===== src/rtl/oaat_pkg.sv =====
// Shared constants and types for the one-at-a-time hash bucket unit.
package oaat_pkg;

  // Fixed field widths
  localparam int BYTE_W   = 8;
  localparam int BUCKET_W = 32;

  // Defaults for the top-level parameters
  localparam int HASH_WIDTH_DEF  = 64;
  localparam int QUEUE_DEPTH_DEF = 2;

  // Reset value of the bucket count register
  localparam logic [BUCKET_W-1:0] BUCKET_COUNT_RESET = 32'd1;

  // Per-byte mix shifts
  localparam int MIX_SHL = 10;
  localparam int MIX_SHR = 6;

  // Finalization shifts
  localparam int FIN_SHL_A = 3;
  localparam int FIN_SHR   = 11;
  localparam int FIN_SHL_B = 15;

  // Queue status seen by the front end
  typedef struct packed {
    logic full;
    logic empty;
  } q_status_t;

  // Back-end sequencer states
  typedef enum logic [1:0] {
    BK_IDLE,
    BK_FINAL,
    BK_DIVIDE,
    BK_DONE
  } bk_state_t;

endpackage


===== src/rtl/oaat_queue.sv =====
// Short register queue of unfinalized key hashes between front and back end.
module oaat_queue
  import oaat_pkg::*;
#(
  parameter int HASH_WIDTH  = HASH_WIDTH_DEF,
  parameter int QUEUE_DEPTH = QUEUE_DEPTH_DEF
) (
  input  logic                  clk,
  input  logic                  rst,
  input  logic                  push,
  input  logic [HASH_WIDTH-1:0] push_data,
  input  logic                  pop,
  output logic [HASH_WIDTH-1:0] pop_data,
  output q_status_t             status
);

  localparam int PTR_W = (QUEUE_DEPTH > 1) ? $clog2(QUEUE_DEPTH) : 1;
  localparam int CNT_W = $clog2(QUEUE_DEPTH + 1);
  localparam logic [PTR_W-1:0] PTR_LAST = PTR_W'(QUEUE_DEPTH - 1);
  localparam logic [CNT_W-1:0] CNT_FULL = CNT_W'(QUEUE_DEPTH);

  logic [HASH_WIDTH-1:0] entries [QUEUE_DEPTH];
  logic [PTR_W-1:0]      wr_ptr;
  logic [PTR_W-1:0]      rd_ptr;
  logic [CNT_W-1:0]      count;
  logic                  do_push;
  logic                  do_pop;

  assign status.full  = (count == CNT_FULL);
  assign status.empty = (count == '0);
  assign do_push      = push && !status.full;
  assign do_pop       = pop && !status.empty;
  assign pop_data     = entries[rd_ptr];

  // Store pushed hash
  always_ff @(posedge clk) begin
    if (do_push) begin
      entries[wr_ptr] <= push_data;
    end
  end

  // Advance pointers and track occupancy
  always_ff @(posedge clk) begin
    if (rst) begin
      wr_ptr <= '0;
      rd_ptr <= '0;
      count  <= '0;
    end else begin
      if (do_push) begin
        wr_ptr <= (wr_ptr == PTR_LAST) ? '0 : wr_ptr + 1'b1;
      end
      if (do_pop) begin
        rd_ptr <= (rd_ptr == PTR_LAST) ? '0 : rd_ptr + 1'b1;
      end
      if (do_push && !do_pop) begin
        count <= count + 1'b1;
      end else if (do_pop && !do_push) begin
        count <= count - 1'b1;
      end
    end
  end

  a_count_bound: assert property (@(posedge clk) disable iff (rst)
    count <= CNT_FULL)
    else $error("queue occupancy beyond depth");

endmodule


===== src/rtl/oaat_front.sv =====
// Front end: accepts key bytes, mixes them and queues the hash at each key end.
module oaat_front
  import oaat_pkg::*;
#(
  parameter int HASH_WIDTH = HASH_WIDTH_DEF
) (
  input  logic                  clk,
  input  logic                  rst,
  input  logic                  in_valid,
  output logic                  in_stall,
  input  logic [BYTE_W-1:0]     key_byte,
  input  logic                  byte_present,
  input  logic                  key_end,
  input  q_status_t             q_status,
  output logic                  q_push,
  output logic [HASH_WIDTH-1:0] q_data
);

  logic [HASH_WIDTH-1:0] running_hash;
  logic [HASH_WIDTH-1:0] running_hash_next;
  logic [HASH_WIDTH-1:0] add_byte;
  logic [HASH_WIDTH-1:0] add_shl;
  logic [HASH_WIDTH-1:0] mixed;
  logic                  accept;

  // Hold off new transactions while the queue has no room
  assign in_stall = q_status.full;
  assign accept   = in_valid && !in_stall;

  // Mix one byte: add byte, add shift-left, xor shift-right
  always_comb begin
    add_byte = running_hash + HASH_WIDTH'(key_byte);
    add_shl  = add_byte + (add_byte << MIX_SHL);
    mixed    = byte_present ? (add_shl ^ (add_shl >> MIX_SHR)) : running_hash;
  end

  assign q_push = accept && key_end;
  assign q_data = mixed;

  // Clear after a key end, otherwise keep the mixed value
  always_comb begin
    running_hash_next = running_hash;
    if (accept) begin
      running_hash_next = key_end ? '0 : mixed;
    end
  end

  always_ff @(posedge clk) begin
    if (rst) begin
      running_hash <= '0;
    end else begin
      running_hash <= running_hash_next;
    end
  end

  a_clear_after_end: assert property (@(posedge clk) disable iff (rst)
    q_push |=> running_hash == '0)
    else $error("running hash not cleared after key end");

endmodule


===== src/rtl/oaat_back.sv =====
// Back end: finalizes a queued hash and reduces it modulo the bucket count.
module oaat_back
  import oaat_pkg::*;
#(
  parameter int HASH_WIDTH = HASH_WIDTH_DEF
) (
  input  logic                  clk,
  input  logic                  rst,
  input  logic [BUCKET_W-1:0]   bucket_count,
  input  q_status_t             q_status,
  input  logic [HASH_WIDTH-1:0] q_data,
  output logic                  q_pop,
  output logic                  out_valid,
  input  logic                  out_stall,
  output logic [BUCKET_W-1:0]   bucket_index,
  output logic                  size_error
);

  localparam int CNT_W = $clog2(HASH_WIDTH);
  localparam logic [CNT_W-1:0] CNT_LAST = CNT_W'(HASH_WIDTH - 1);

  bk_state_t             state;
  bk_state_t             state_next;
  logic [HASH_WIDTH-1:0] dividend;
  logic [BUCKET_W-1:0]   divisor;
  logic [BUCKET_W-1:0]   rem;
  logic                  err;
  logic [CNT_W-1:0]      cnt;
  logic                  out_load;
  logic                  out_free;

  logic [HASH_WIDTH-1:0] fin_a;
  logic [HASH_WIDTH-1:0] fin_b;
  logic [HASH_WIDTH-1:0] fin_c;
  logic [BUCKET_W:0]     trial;
  logic [BUCKET_W:0]     trial_sub;
  logic                  trial_ge;

  // Finalize: add shift-left, xor shift-right, add shift-left
  always_comb begin
    fin_a = dividend + (dividend << FIN_SHL_A);
    fin_b = fin_a ^ (fin_a >> FIN_SHR);
    fin_c = fin_b + (fin_b << FIN_SHL_B);
  end

  // One restoring division step per cycle
  always_comb begin
    trial     = {rem, dividend[HASH_WIDTH-1]};
    trial_ge  = (trial >= {1'b0, divisor});
    trial_sub = trial - {1'b0, divisor};
  end

  assign out_free = !out_valid || !out_stall;

  // Next state and handshake outputs
  always_comb begin
    state_next = state;
    q_pop      = 1'b0;
    out_load   = 1'b0;
    case (state)
      BK_IDLE: begin
        if (!q_status.empty) begin
          q_pop      = 1'b1;
          state_next = BK_FINAL;
        end
      end
      BK_FINAL: begin
        state_next = (divisor == '0) ? BK_DONE : BK_DIVIDE;
      end
      BK_DIVIDE: begin
        if (cnt == CNT_LAST) begin
          state_next = BK_DONE;
        end
      end
      BK_DONE: begin
        if (out_free) begin
          out_load   = 1'b1;
          state_next = BK_IDLE;
        end
      end
      default: begin
        state_next = BK_IDLE;
      end
    endcase
  end

  always_ff @(posedge clk) begin
    if (rst) begin
      state <= BK_IDLE;
    end else begin
      state <= state_next;
    end
  end

  // Datapath for the finalize and divide steps
  always_ff @(posedge clk) begin
    case (state)
      BK_IDLE: begin
        dividend <= q_data;
        divisor  <= bucket_count;
      end
      BK_FINAL: begin
        dividend <= fin_c;
        rem      <= '0;
        cnt      <= '0;
        err      <= (divisor == '0);
      end
      BK_DIVIDE: begin
        rem      <= trial_ge ? trial_sub[BUCKET_W-1:0] : trial[BUCKET_W-1:0];
        dividend <= dividend << 1;
        cnt      <= cnt + 1'b1;
      end
      default: begin
      end
    endcase
  end

  // Output register: load a result, drop it once taken
  always_ff @(posedge clk) begin
    if (rst) begin
      out_valid <= 1'b0;
    end else if (out_load) begin
      out_valid <= 1'b1;
    end else if (!out_stall) begin
      out_valid <= 1'b0;
    end
  end

  always_ff @(posedge clk) begin
    if (out_load) begin
      bucket_index <= err ? '0 : rem;
      size_error   <= err;
    end
  end

  a_rem_below_divisor: assert property (@(posedge clk) disable iff (rst)
    state == BK_DIVIDE |-> rem < divisor)
    else $error("partial remainder not below divisor");

  a_error_index_zero: assert property (@(posedge clk) disable iff (rst)
    out_valid && size_error |-> bucket_index == '0)
    else $error("nonzero bucket index with size error");

  a_pop_only_idle: assert property (@(posedge clk) disable iff (rst)
    q_pop |-> state == BK_IDLE && !q_status.empty)
    else $error("queue popped outside idle state");

endmodule


===== src/rtl/one_at_a_time_hash_bucket_unit.sv =====
// Top level of the one-at-a-time hash bucket unit.
//
// Key bytes enter one transaction per cycle while in_stall is low; each is mixed
// into a running hash in the cycle it is accepted. A transaction with key_end set
// hands the hash to a queue of QUEUE_DEPTH entries and clears the running hash.
// The back end takes one key at a time through its bit-serial modulo unit: one
// load, one finalize, HASH_WIDTH restoring divide steps and one output load, so
// short keys are limited by the divider and long keys by the byte stream. A
// bucket count of zero skips the divide and returns size_error with
// bucket_index 0. bucket_count resets to 1 and is written with cfg_wr_en.
module one_at_a_time_hash_bucket_unit
  import oaat_pkg::*;
#(
  parameter int HASH_WIDTH  = HASH_WIDTH_DEF,
  parameter int QUEUE_DEPTH = QUEUE_DEPTH_DEF
) (
  input  logic                clk,
  input  logic                rst,
  input  logic                cfg_wr_en,
  input  logic [BUCKET_W-1:0] cfg_wr_data,
  input  logic                in_valid,
  output logic                in_stall,
  input  logic [BYTE_W-1:0]   key_byte,
  input  logic                byte_present,
  input  logic                key_end,
  output logic                out_valid,
  input  logic                out_stall,
  output logic [BUCKET_W-1:0] bucket_index,
  output logic                size_error
);

  logic [BUCKET_W-1:0]   bucket_count;
  q_status_t             q_status;
  logic                  q_push;
  logic                  q_pop;
  logic [HASH_WIDTH-1:0] q_push_data;
  logic [HASH_WIDTH-1:0] q_pop_data;

  // Bucket count register
  always_ff @(posedge clk) begin
    if (rst) begin
      bucket_count <= BUCKET_COUNT_RESET;
    end else if (cfg_wr_en) begin
      bucket_count <= cfg_wr_data;
    end
  end

  oaat_front #(
    .HASH_WIDTH(HASH_WIDTH)
  ) u_front (
    .clk         (clk),
    .rst         (rst),
    .in_valid    (in_valid),
    .in_stall    (in_stall),
    .key_byte    (key_byte),
    .byte_present(byte_present),
    .key_end     (key_end),
    .q_status    (q_status),
    .q_push      (q_push),
    .q_data      (q_push_data)
  );

  oaat_queue #(
    .HASH_WIDTH (HASH_WIDTH),
    .QUEUE_DEPTH(QUEUE_DEPTH)
  ) u_queue (
    .clk      (clk),
    .rst      (rst),
    .push     (q_push),
    .push_data(q_push_data),
    .pop      (q_pop),
    .pop_data (q_pop_data),
    .status   (q_status)
  );

  oaat_back #(
    .HASH_WIDTH(HASH_WIDTH)
  ) u_back (
    .clk         (clk),
    .rst         (rst),
    .bucket_count(bucket_count),
    .q_status    (q_status),
    .q_data      (q_pop_data),
    .q_pop       (q_pop),
    .out_valid   (out_valid),
    .out_stall   (out_stall),
    .bucket_index(bucket_index),
    .size_error  (size_error)
  );

endmodule

===== config.mk =====
export PLATFORM = sky130hd
export DESIGN_NAME = one_at_a_time_hash_bucket_unit
export DESIGN_NICKNAME = d
export VERILOG_FILES = /design/src/rtl/oaat_pkg.sv /design/src/rtl/oaat_queue.sv /design/src/rtl/oaat_front.sv /design/src/rtl/oaat_back.sv /design/src/rtl/one_at_a_time_hash_bucket_unit.sv
export SDC_FILE = /design/constraint.sdc
export NUM_CORES = 1
export LEC_CHECK = 0
export BUFFER_PORTS_ARGS = -buffer_cell sky130_fd_sc_hd__buf_2
export CORE_MARGIN = 10
export CORE_UTILIZATION = 50
export DETAILED_ROUTE_END_ITERATION = 12
export PLACE_DENSITY = 0.67
export SYNTH_ARGS = -nofsm -noshare
export SYNTH_HDL_FRONTEND = slang
export SYNTH_SLANG_ARGS = --single-unit

===== constraint.sdc =====
create_clock -name clk -period 9.5 [get_ports clk]
set_input_delay 1.9 -clock clk [delete_from_list [all_inputs] [get_ports clk]]
set_output_delay 1.9 -clock clk [all_outputs]
set_load 0.05 [all_outputs]

==> results of run 1 <==
-- routing by layer --
layer,up-vias,wire length [µm]
met5,-,0
met2,729,35200
li1,11100,-
met4,0,1610
met1,10900,36800
met3,107,5020
-- registers in the layout, indices dropped and copies added, names as in the netlist, named ones only --
| name | flops |
|---|---|
| bucket_count | 32 |
| u_back.bucket_index | 32 |
| u_back.cnt | 6 |
| u_back.dividend | 64 |
| u_back.divisor | 32 |
| u_back.err | 1 |
| u_back.out_valid | 1 |
| u_back.rem | 32 |
| u_back.size_error | 1 |
| u_back.state | 2 |
| u_front.running_hash | 64 |
| u_queue.count | 2 |
| u_queue.entries | 128 |
| u_queue.rd_ptr | 1 |
| u_queue.wr_ptr | 1 |
-- logic make-up (layout without fill, tap and decap cells) --
logic type	after synthesis	after routing	share of synthesized area, %
AO/OA/AOI/OAI	878	878	20.1
buffers and inverters	231	287	3.10
flip-flops	400	400	38.6
multiplexers	105	105	3.79
adder cells (fa/ha/maj)	214	214	9.57
XOR/XNOR	354	354	11.0
AND/OR/NAND/NOR	820	820	13.7
-- layout by cell type (no fill, tap or decap), drive strengths merged, types with 9 or more instances in the layout --
| cell | instances |
|---|---|
| a31oi | 23 |
| nor2 | 279 |
| ha | 208 |
| buf | 96 |
| o221ai | 21 |
| a211oi | 44 |
| nand4 | 39 |
| a221oi | 9 |
| nand3 | 59 |
| o21ai | 139 |
| nor4 | 12 |
| edfxtp | 296 |
| a21oi | 287 |
| a21o | 122 |
| nand2 | 202 |
| o211ai | 13 |
| and4 | 12 |
| and3 | 37 |
| and2 | 20 |
| a21boi | 15 |
| clkbuf | 49 |
| mux2 | 19 |
| mux2i | 86 |
| o21bai | 38 |
| xnor2 | 221 |
| inv | 115 |
| xor2 | 131 |
| o31ai | 13 |
| a22oi | 65 |
| nand2b | 34 |
| clkinv | 16 |
| nor3 | 23 |
| o21a | 19 |
| nor2b | 75 |
| dfxtp | 104 |
-- worst max-delay path, delay by kind of cell --
family / cells / cell delay, ns
compound gates: 17 / 3.29
xor+xnor: 3 / 0.82
fa+ha+maj: 3 / 0.93
buf+inv: 3 / 0.32
simple gates: 6 / 1.04
-- layout make-up --
class / instances / area [µm²] / area share (%)
Sequential cell: 400 / 11000 / 35.5
Clock inverter: 29 / 373 / 1.21
Multi-Input combinational cell: 2371 / 16600 / 53.6
Clock buffer: 49 / 1110 / 3.58
Timing Repair Buffer: 96 / 520 / 1.68
Inverter: 113 / 424 / 1.37
Tap cell: 756 / 946 / 3.06
-- through the flow --
step	cells	utilization, %	setup WS (ns)	hold WS, ns
final	3814	54.9	1.47	0.428
after global routing	3814	54.9	0.942	0.437
after CTS	3814	54.9	1.58	0.432
after detailed placement	3736	52.3	0.976	0.416
after global placement	3736	52.3	1.14	0.413
after floorplan	3002	-	1.62	0.408
-- worst min path at each step --
stage / endpoint / cells after the start
CTS: u_back.divisor[11] / 0
global placement: u_back.divisor[0] / 0
detailed placement: u_back.divisor[28] / 0
floorplan: u_back.divisor[0] / 0
global route: u_back.divisor[6] / 0
finish: u_back.divisor[11] / 0
-- cells in the mapped netlist, drive strengths merged (7+ instances only) --
cell type  number  share of area, %
a2111oi         7              0.35
a211oi         44               1.2
a21boi         15              0.40
a21o          122               3.2
a21oi         287               5.1
a221oi          9              0.28
a22oi          65               1.7
a31oi          23              0.51
and2           20              0.44
and3           37              0.82
and4           12              0.37
buf            15              0.24
clkbuf        103               1.4
dfxtp         104               7.3
edfxtp        296                31
ha            208               9.2
inv           111               1.5
mux2           19              0.75
mux2i          86               3.0
nand2         202               2.7
nand2b         34              0.75
nand3          59               1.0
nand4          39              0.88
nor2          279               3.7
nor2b          75               1.7
nor3           23              0.42
nor4           12              0.26
o211ai         13              0.34
o21a           19              0.50
o21ai         139               2.5
o21bai         38               1.0
o221ai         21              0.65
o31ai          13              0.34
or3             8              0.19
xnor2         221               6.8
xor2          131               4.1
==> impl_metrics.json, run 1 <==
{
  "status": "complete, no violations",
  "antenna_found_initial": 0,
  "crit_top_cell": "a21o_1",
  "core_um2": 56300,
  "cts_hold_buf": 0,
  "layout-drive-gt1-share_pct": 6.97,
  "fmax_ghz": 0.125,
  "start_kind": "input port",
  "cts_resized": 0,
  "hold_class": "reg -> reg",
  "cts.htree.levels": 2,
  "numPortBuffers": 81,
  "reg2reg_slack_ns": 2.36,
  "ys_seq_elements": 400,
  "r2r-end": "u_back.dividend[63]",
  "track_usage_pct": 22.7,
  "grt.busiest_layer": "met2",
  "fin_crit_ns": 8.03,
  "cp-end-kind": "flop",
  "hp-start": "bucket_count[11]",
  "worstSetupPathType": "in -> reg",
  "ys.flop_type": "edfxtp_1",
  "clock_skew_ns": 0.0584,
  "yosys_warnings": 0,
  "fin_area_um2": 30900,
  "drt-total-wl_um": 78700,
  "endpoint": "u_queue.entries[0][53]",
  "cp.required_ns": 9.79,
  "area_growth_pct": 8.93,
  "period_share_pct": 84.5,
  "arrival_ns": 8.32,
  "num-fill-cells": 5054,
  "route.vias.total": 22800,
  "clock_path_buffers": 3,
  "synth_edf_count": 296,
  "rsz0062_at_grt": "no",
  "synth.distinct_cells": 83,
  "route.detailed.wl_per_inst_um": 20.6,
  "dieWidth_um": 258,
  "first_global_vias": 21700,
  "clock_latency_ns": 0.60,
  "grt_max_degree": 84,
  "drt-initial-drc-count": 2067,
  "dieArea_um2": 66700,
  "grt_use_met2_pct": 34.8,
  "regToRegStartpoint": "u_back.dividend[3]",
  "setup_tns_ns": 0,
  "slowest_stage": "fa_1",
  "critPathMaxStageDelay_ns": 0.40,
  "grt.overflow.total": 0,
  "syn-num-nets": 3262,
  "drc": 0,
  "synth_seq_area_share_pct": 38.6,
  "cts_sinks": 400,
  "grtUsageMet3_pct": 2.59,
  "ant_nets": 0,
  "synth_area_um2": 28400,
  "rows": 87,
  "dp_hpwl_um": 60800,
  "die_h_um": 258,
  "root_buffer": "clkbuf_16",
  "maxSlewViolCount": 0,
  "viasPerCell": 5.98,
  "io_pins": 82,
  "syn_inst": 3002,
  "cts_inserted_buffers": 42,
  "finalSetupViolations": 0,
  "hold_violations": 0,
  "layout.nets": 3284,
  "post_cts_buffers": 0,
  "antenna_cells": 0,
  "cts_tree": "yes",
  "post_dp_cell_area_um2": 29400,
  "path_clk_slew_ns": 0.06,
  "met1_usage_pct": 33.6,
  "tightest_slew_ns": 1.20,
  "initial_core_util_pct": 50.4,
  "grt_pass1_wl_um": 122000,
  "syn_area_per_cell_um2": 9.46,
  "ys_async_sr_fraction_pct": 0,
  "drv_cap": 0,
  "gp_congestion": 0.978,
  "path_max_fanout": 8,
  "relSlewSlack_pct": 20.2,
  "reg2regPathDepth": 27,
  "dr.pass1.iters": 6,
  "cp-startpoint": "key_byte[0]"
}
Power of run 1 is not shown: default switching activity piles up to over one toggle a cycle in this logic, so the estimate is an artifact.
==> run 2: changes to the inputs <==
clock period = 7.5 ns   (was 9.5 ns; I/O delays follow)
==> run 2 against run 1 <==
Non-clock buffer count up 68. Setup slack got worse by 1.0 ns. Design area is 1.3% higher. Utilization up 0.74 points. Final cell count grew 1.8%. Die area stayed put. Count of clock-buffer cells in the layout increased by 12. Critical path type unchanged.
==> impl_metrics.json, run 2 (synthesis results as in run 1) <==
{
  "critPathMaxStageDelay_ns": 0.40,
  "cp.required_ns": 7.84,
  "critPathBufInv": 4,
  "cts_inserted_buffers": 42,
  "clock_path_buffers": 3,
  "drv_cap": 0,
  "layout_common_cells": "edfxtp_1, a21oi_1, nor2_1",
  "gp_congestion": 0.951,
  "hold_violations": 0,
  "reg2regPathDepth": 27,
  "drt-initial-drc-count": 2234,
  "final_common_cell": "edfxtp_1",
  "fin_area_um2": 31300,
  "min_path_cells": 0,
  "setup_slack_ns": 0.445,
  "start_kind": "input port",
  "period_share_pct": 94.1,
  "cts_hold_buf": 0,
  "route.detailed.wl_per_inst_um": 20.6,
  "io_pins": 82,
  "arrival_ns": 7.39,
  "cts_sinks": 400,
  "viasPerCell": 6.00,
  "regToRegStartpoint": "u_back.dividend[3]",
  "dp_hpwl_um": 61700,
  "track_usage_pct": 23.1,
  "grt_max_degree": 88,
  "holdWs_ns": 0.426,
  "reg2reg_slack_ns": 0.54,
  "first_global_vias": 22200,
  "hold_end": "u_back.divisor[1]",
  "grt.busiest_layer": "met2",
  "rsz0062_at_grt": "no",
  "status": "complete, no violations",
  "drt-total-wl_um": 79800,
  "worstSetupPathType": "in -> reg",
  "critPathTopFamily": "compound AO/OA/AOI/OAI gates",
  "grtUsageMet3_pct": 2.82,
  "drc": 0,
  "core_um2": 56300,
  "die_h_um": 258,
  "ant_nets": 0,
  "slowest_stage": "a2111o_1",
  "dr.pass1.iters": 6,
  "clock_latency_ns": 0.60,
  "tightest_slew_ns": 1.23,
  "finalSetupViolations": 0,
  "route.vias.total": 23300,
  "cp-end-kind": "flop",
  "hold_class": "reg -> reg",
  "fmax_ghz": 0.142,
  "reg_top3": "u_queue.entries (128), u_back.dividend (64), u_front.running_hash (64)",
  "antenna_found_initial": 0,
  "top_register": "u_queue.entries",
  "clock_skew_ns": 0.0611,
  "met1_usage_pct": 33.6,
  "numPortBuffers": 81,
  "path_clk_slew_ns": 0.06,
  "fin_crit_ns": 7.06,
  "grt_pass1_wl_um": 124000,
  "cts.htree.levels": 2,
  "rows": 87,
  "root_buffer": "clkbuf_16",
  "grt.overflow.total": 0,
  "area_growth_pct": 10.4,
  "post_dp_cell_area_um2": 29900,
  "r2r-end": "u_back.dividend[63]",
  "layout-drive-gt1-share_pct": 8.89,
  "layout.nets": 3352,
  "dieWidth_um": 258,
  "maxSlewViolCount": 0,
  "setup_tns_ns": 0,
  "path_max_fanout": 7,
  "relSlewSlack_pct": 18.0,
  "hp-start": "bucket_count[1]",
  "grt_use_met2_pct": 35.8,
  "cts_tree": "yes",
  "antenna_cells": 0,
  "place_ws_ns": -0.129,
  "initial_core_util_pct": 50.4,
  "dieArea_um2": 66700,
  "largest_register_ffs": 128
}
[run 2: final cells by class]
type / count / area (µm²)
Fill cell: 4961 / 24900
Multi-Input combinational cell: 2371 / 16600
Clock buffer: 61 / 1190
Inverter: 113 / 424
Clock inverter: 17 / 186
Tap cell: 756 / 946
Sequential cell: 400 / 11000
Timing Repair Buffer: 164 / 1030
[run 2: worst max path at each step]
stage                       start                endpoint  slack, ns  depth (start not counted)
3_5_place_dp          key_byte[0]  u_queue.entries[1][50]      -0.13                         30
4_1_cts        u_back.dividend[3]     u_back.dividend[63]       0.43                         27
2_1_floorplan         key_byte[0]  u_queue.entries[0][51]       0.02                         31
5_1_grt               key_byte[0]  u_queue.entries[1][55]      0.008                         32
6_report              key_byte[0]  u_queue.entries[1][50]       0.44                         30
3_3_place_gp          key_byte[1]  u_queue.entries[1][56]      -0.04                         29
[run 2: metal layers]
layer | up-vias | part of all wire, %
li1 | 11200 | -
met1 | 11200 | 47
met2 | 770 | 45
met3 | 107 | 6.7
met4 | 0 | 2.0
met5 | - | 0
[run 2: through the flow]
stage,cells,utilization [%]
after floorplan,3002,-
after global placement,3804,53.2
after detailed placement,3804,53.2
after CTS,3882,55.7
after global routing,3882,55.7
final,3882,55.7
[run 2: what timing repair did]
item / 4_1_cts / 5_1_grt
gates resized for setup: 0 / 4
hold endpoints to repair: 0 / 0
setup endpoints to repair: 0 / 15
buffers inserted: 0 / 0
Power of run 2 is left out for the same reason.
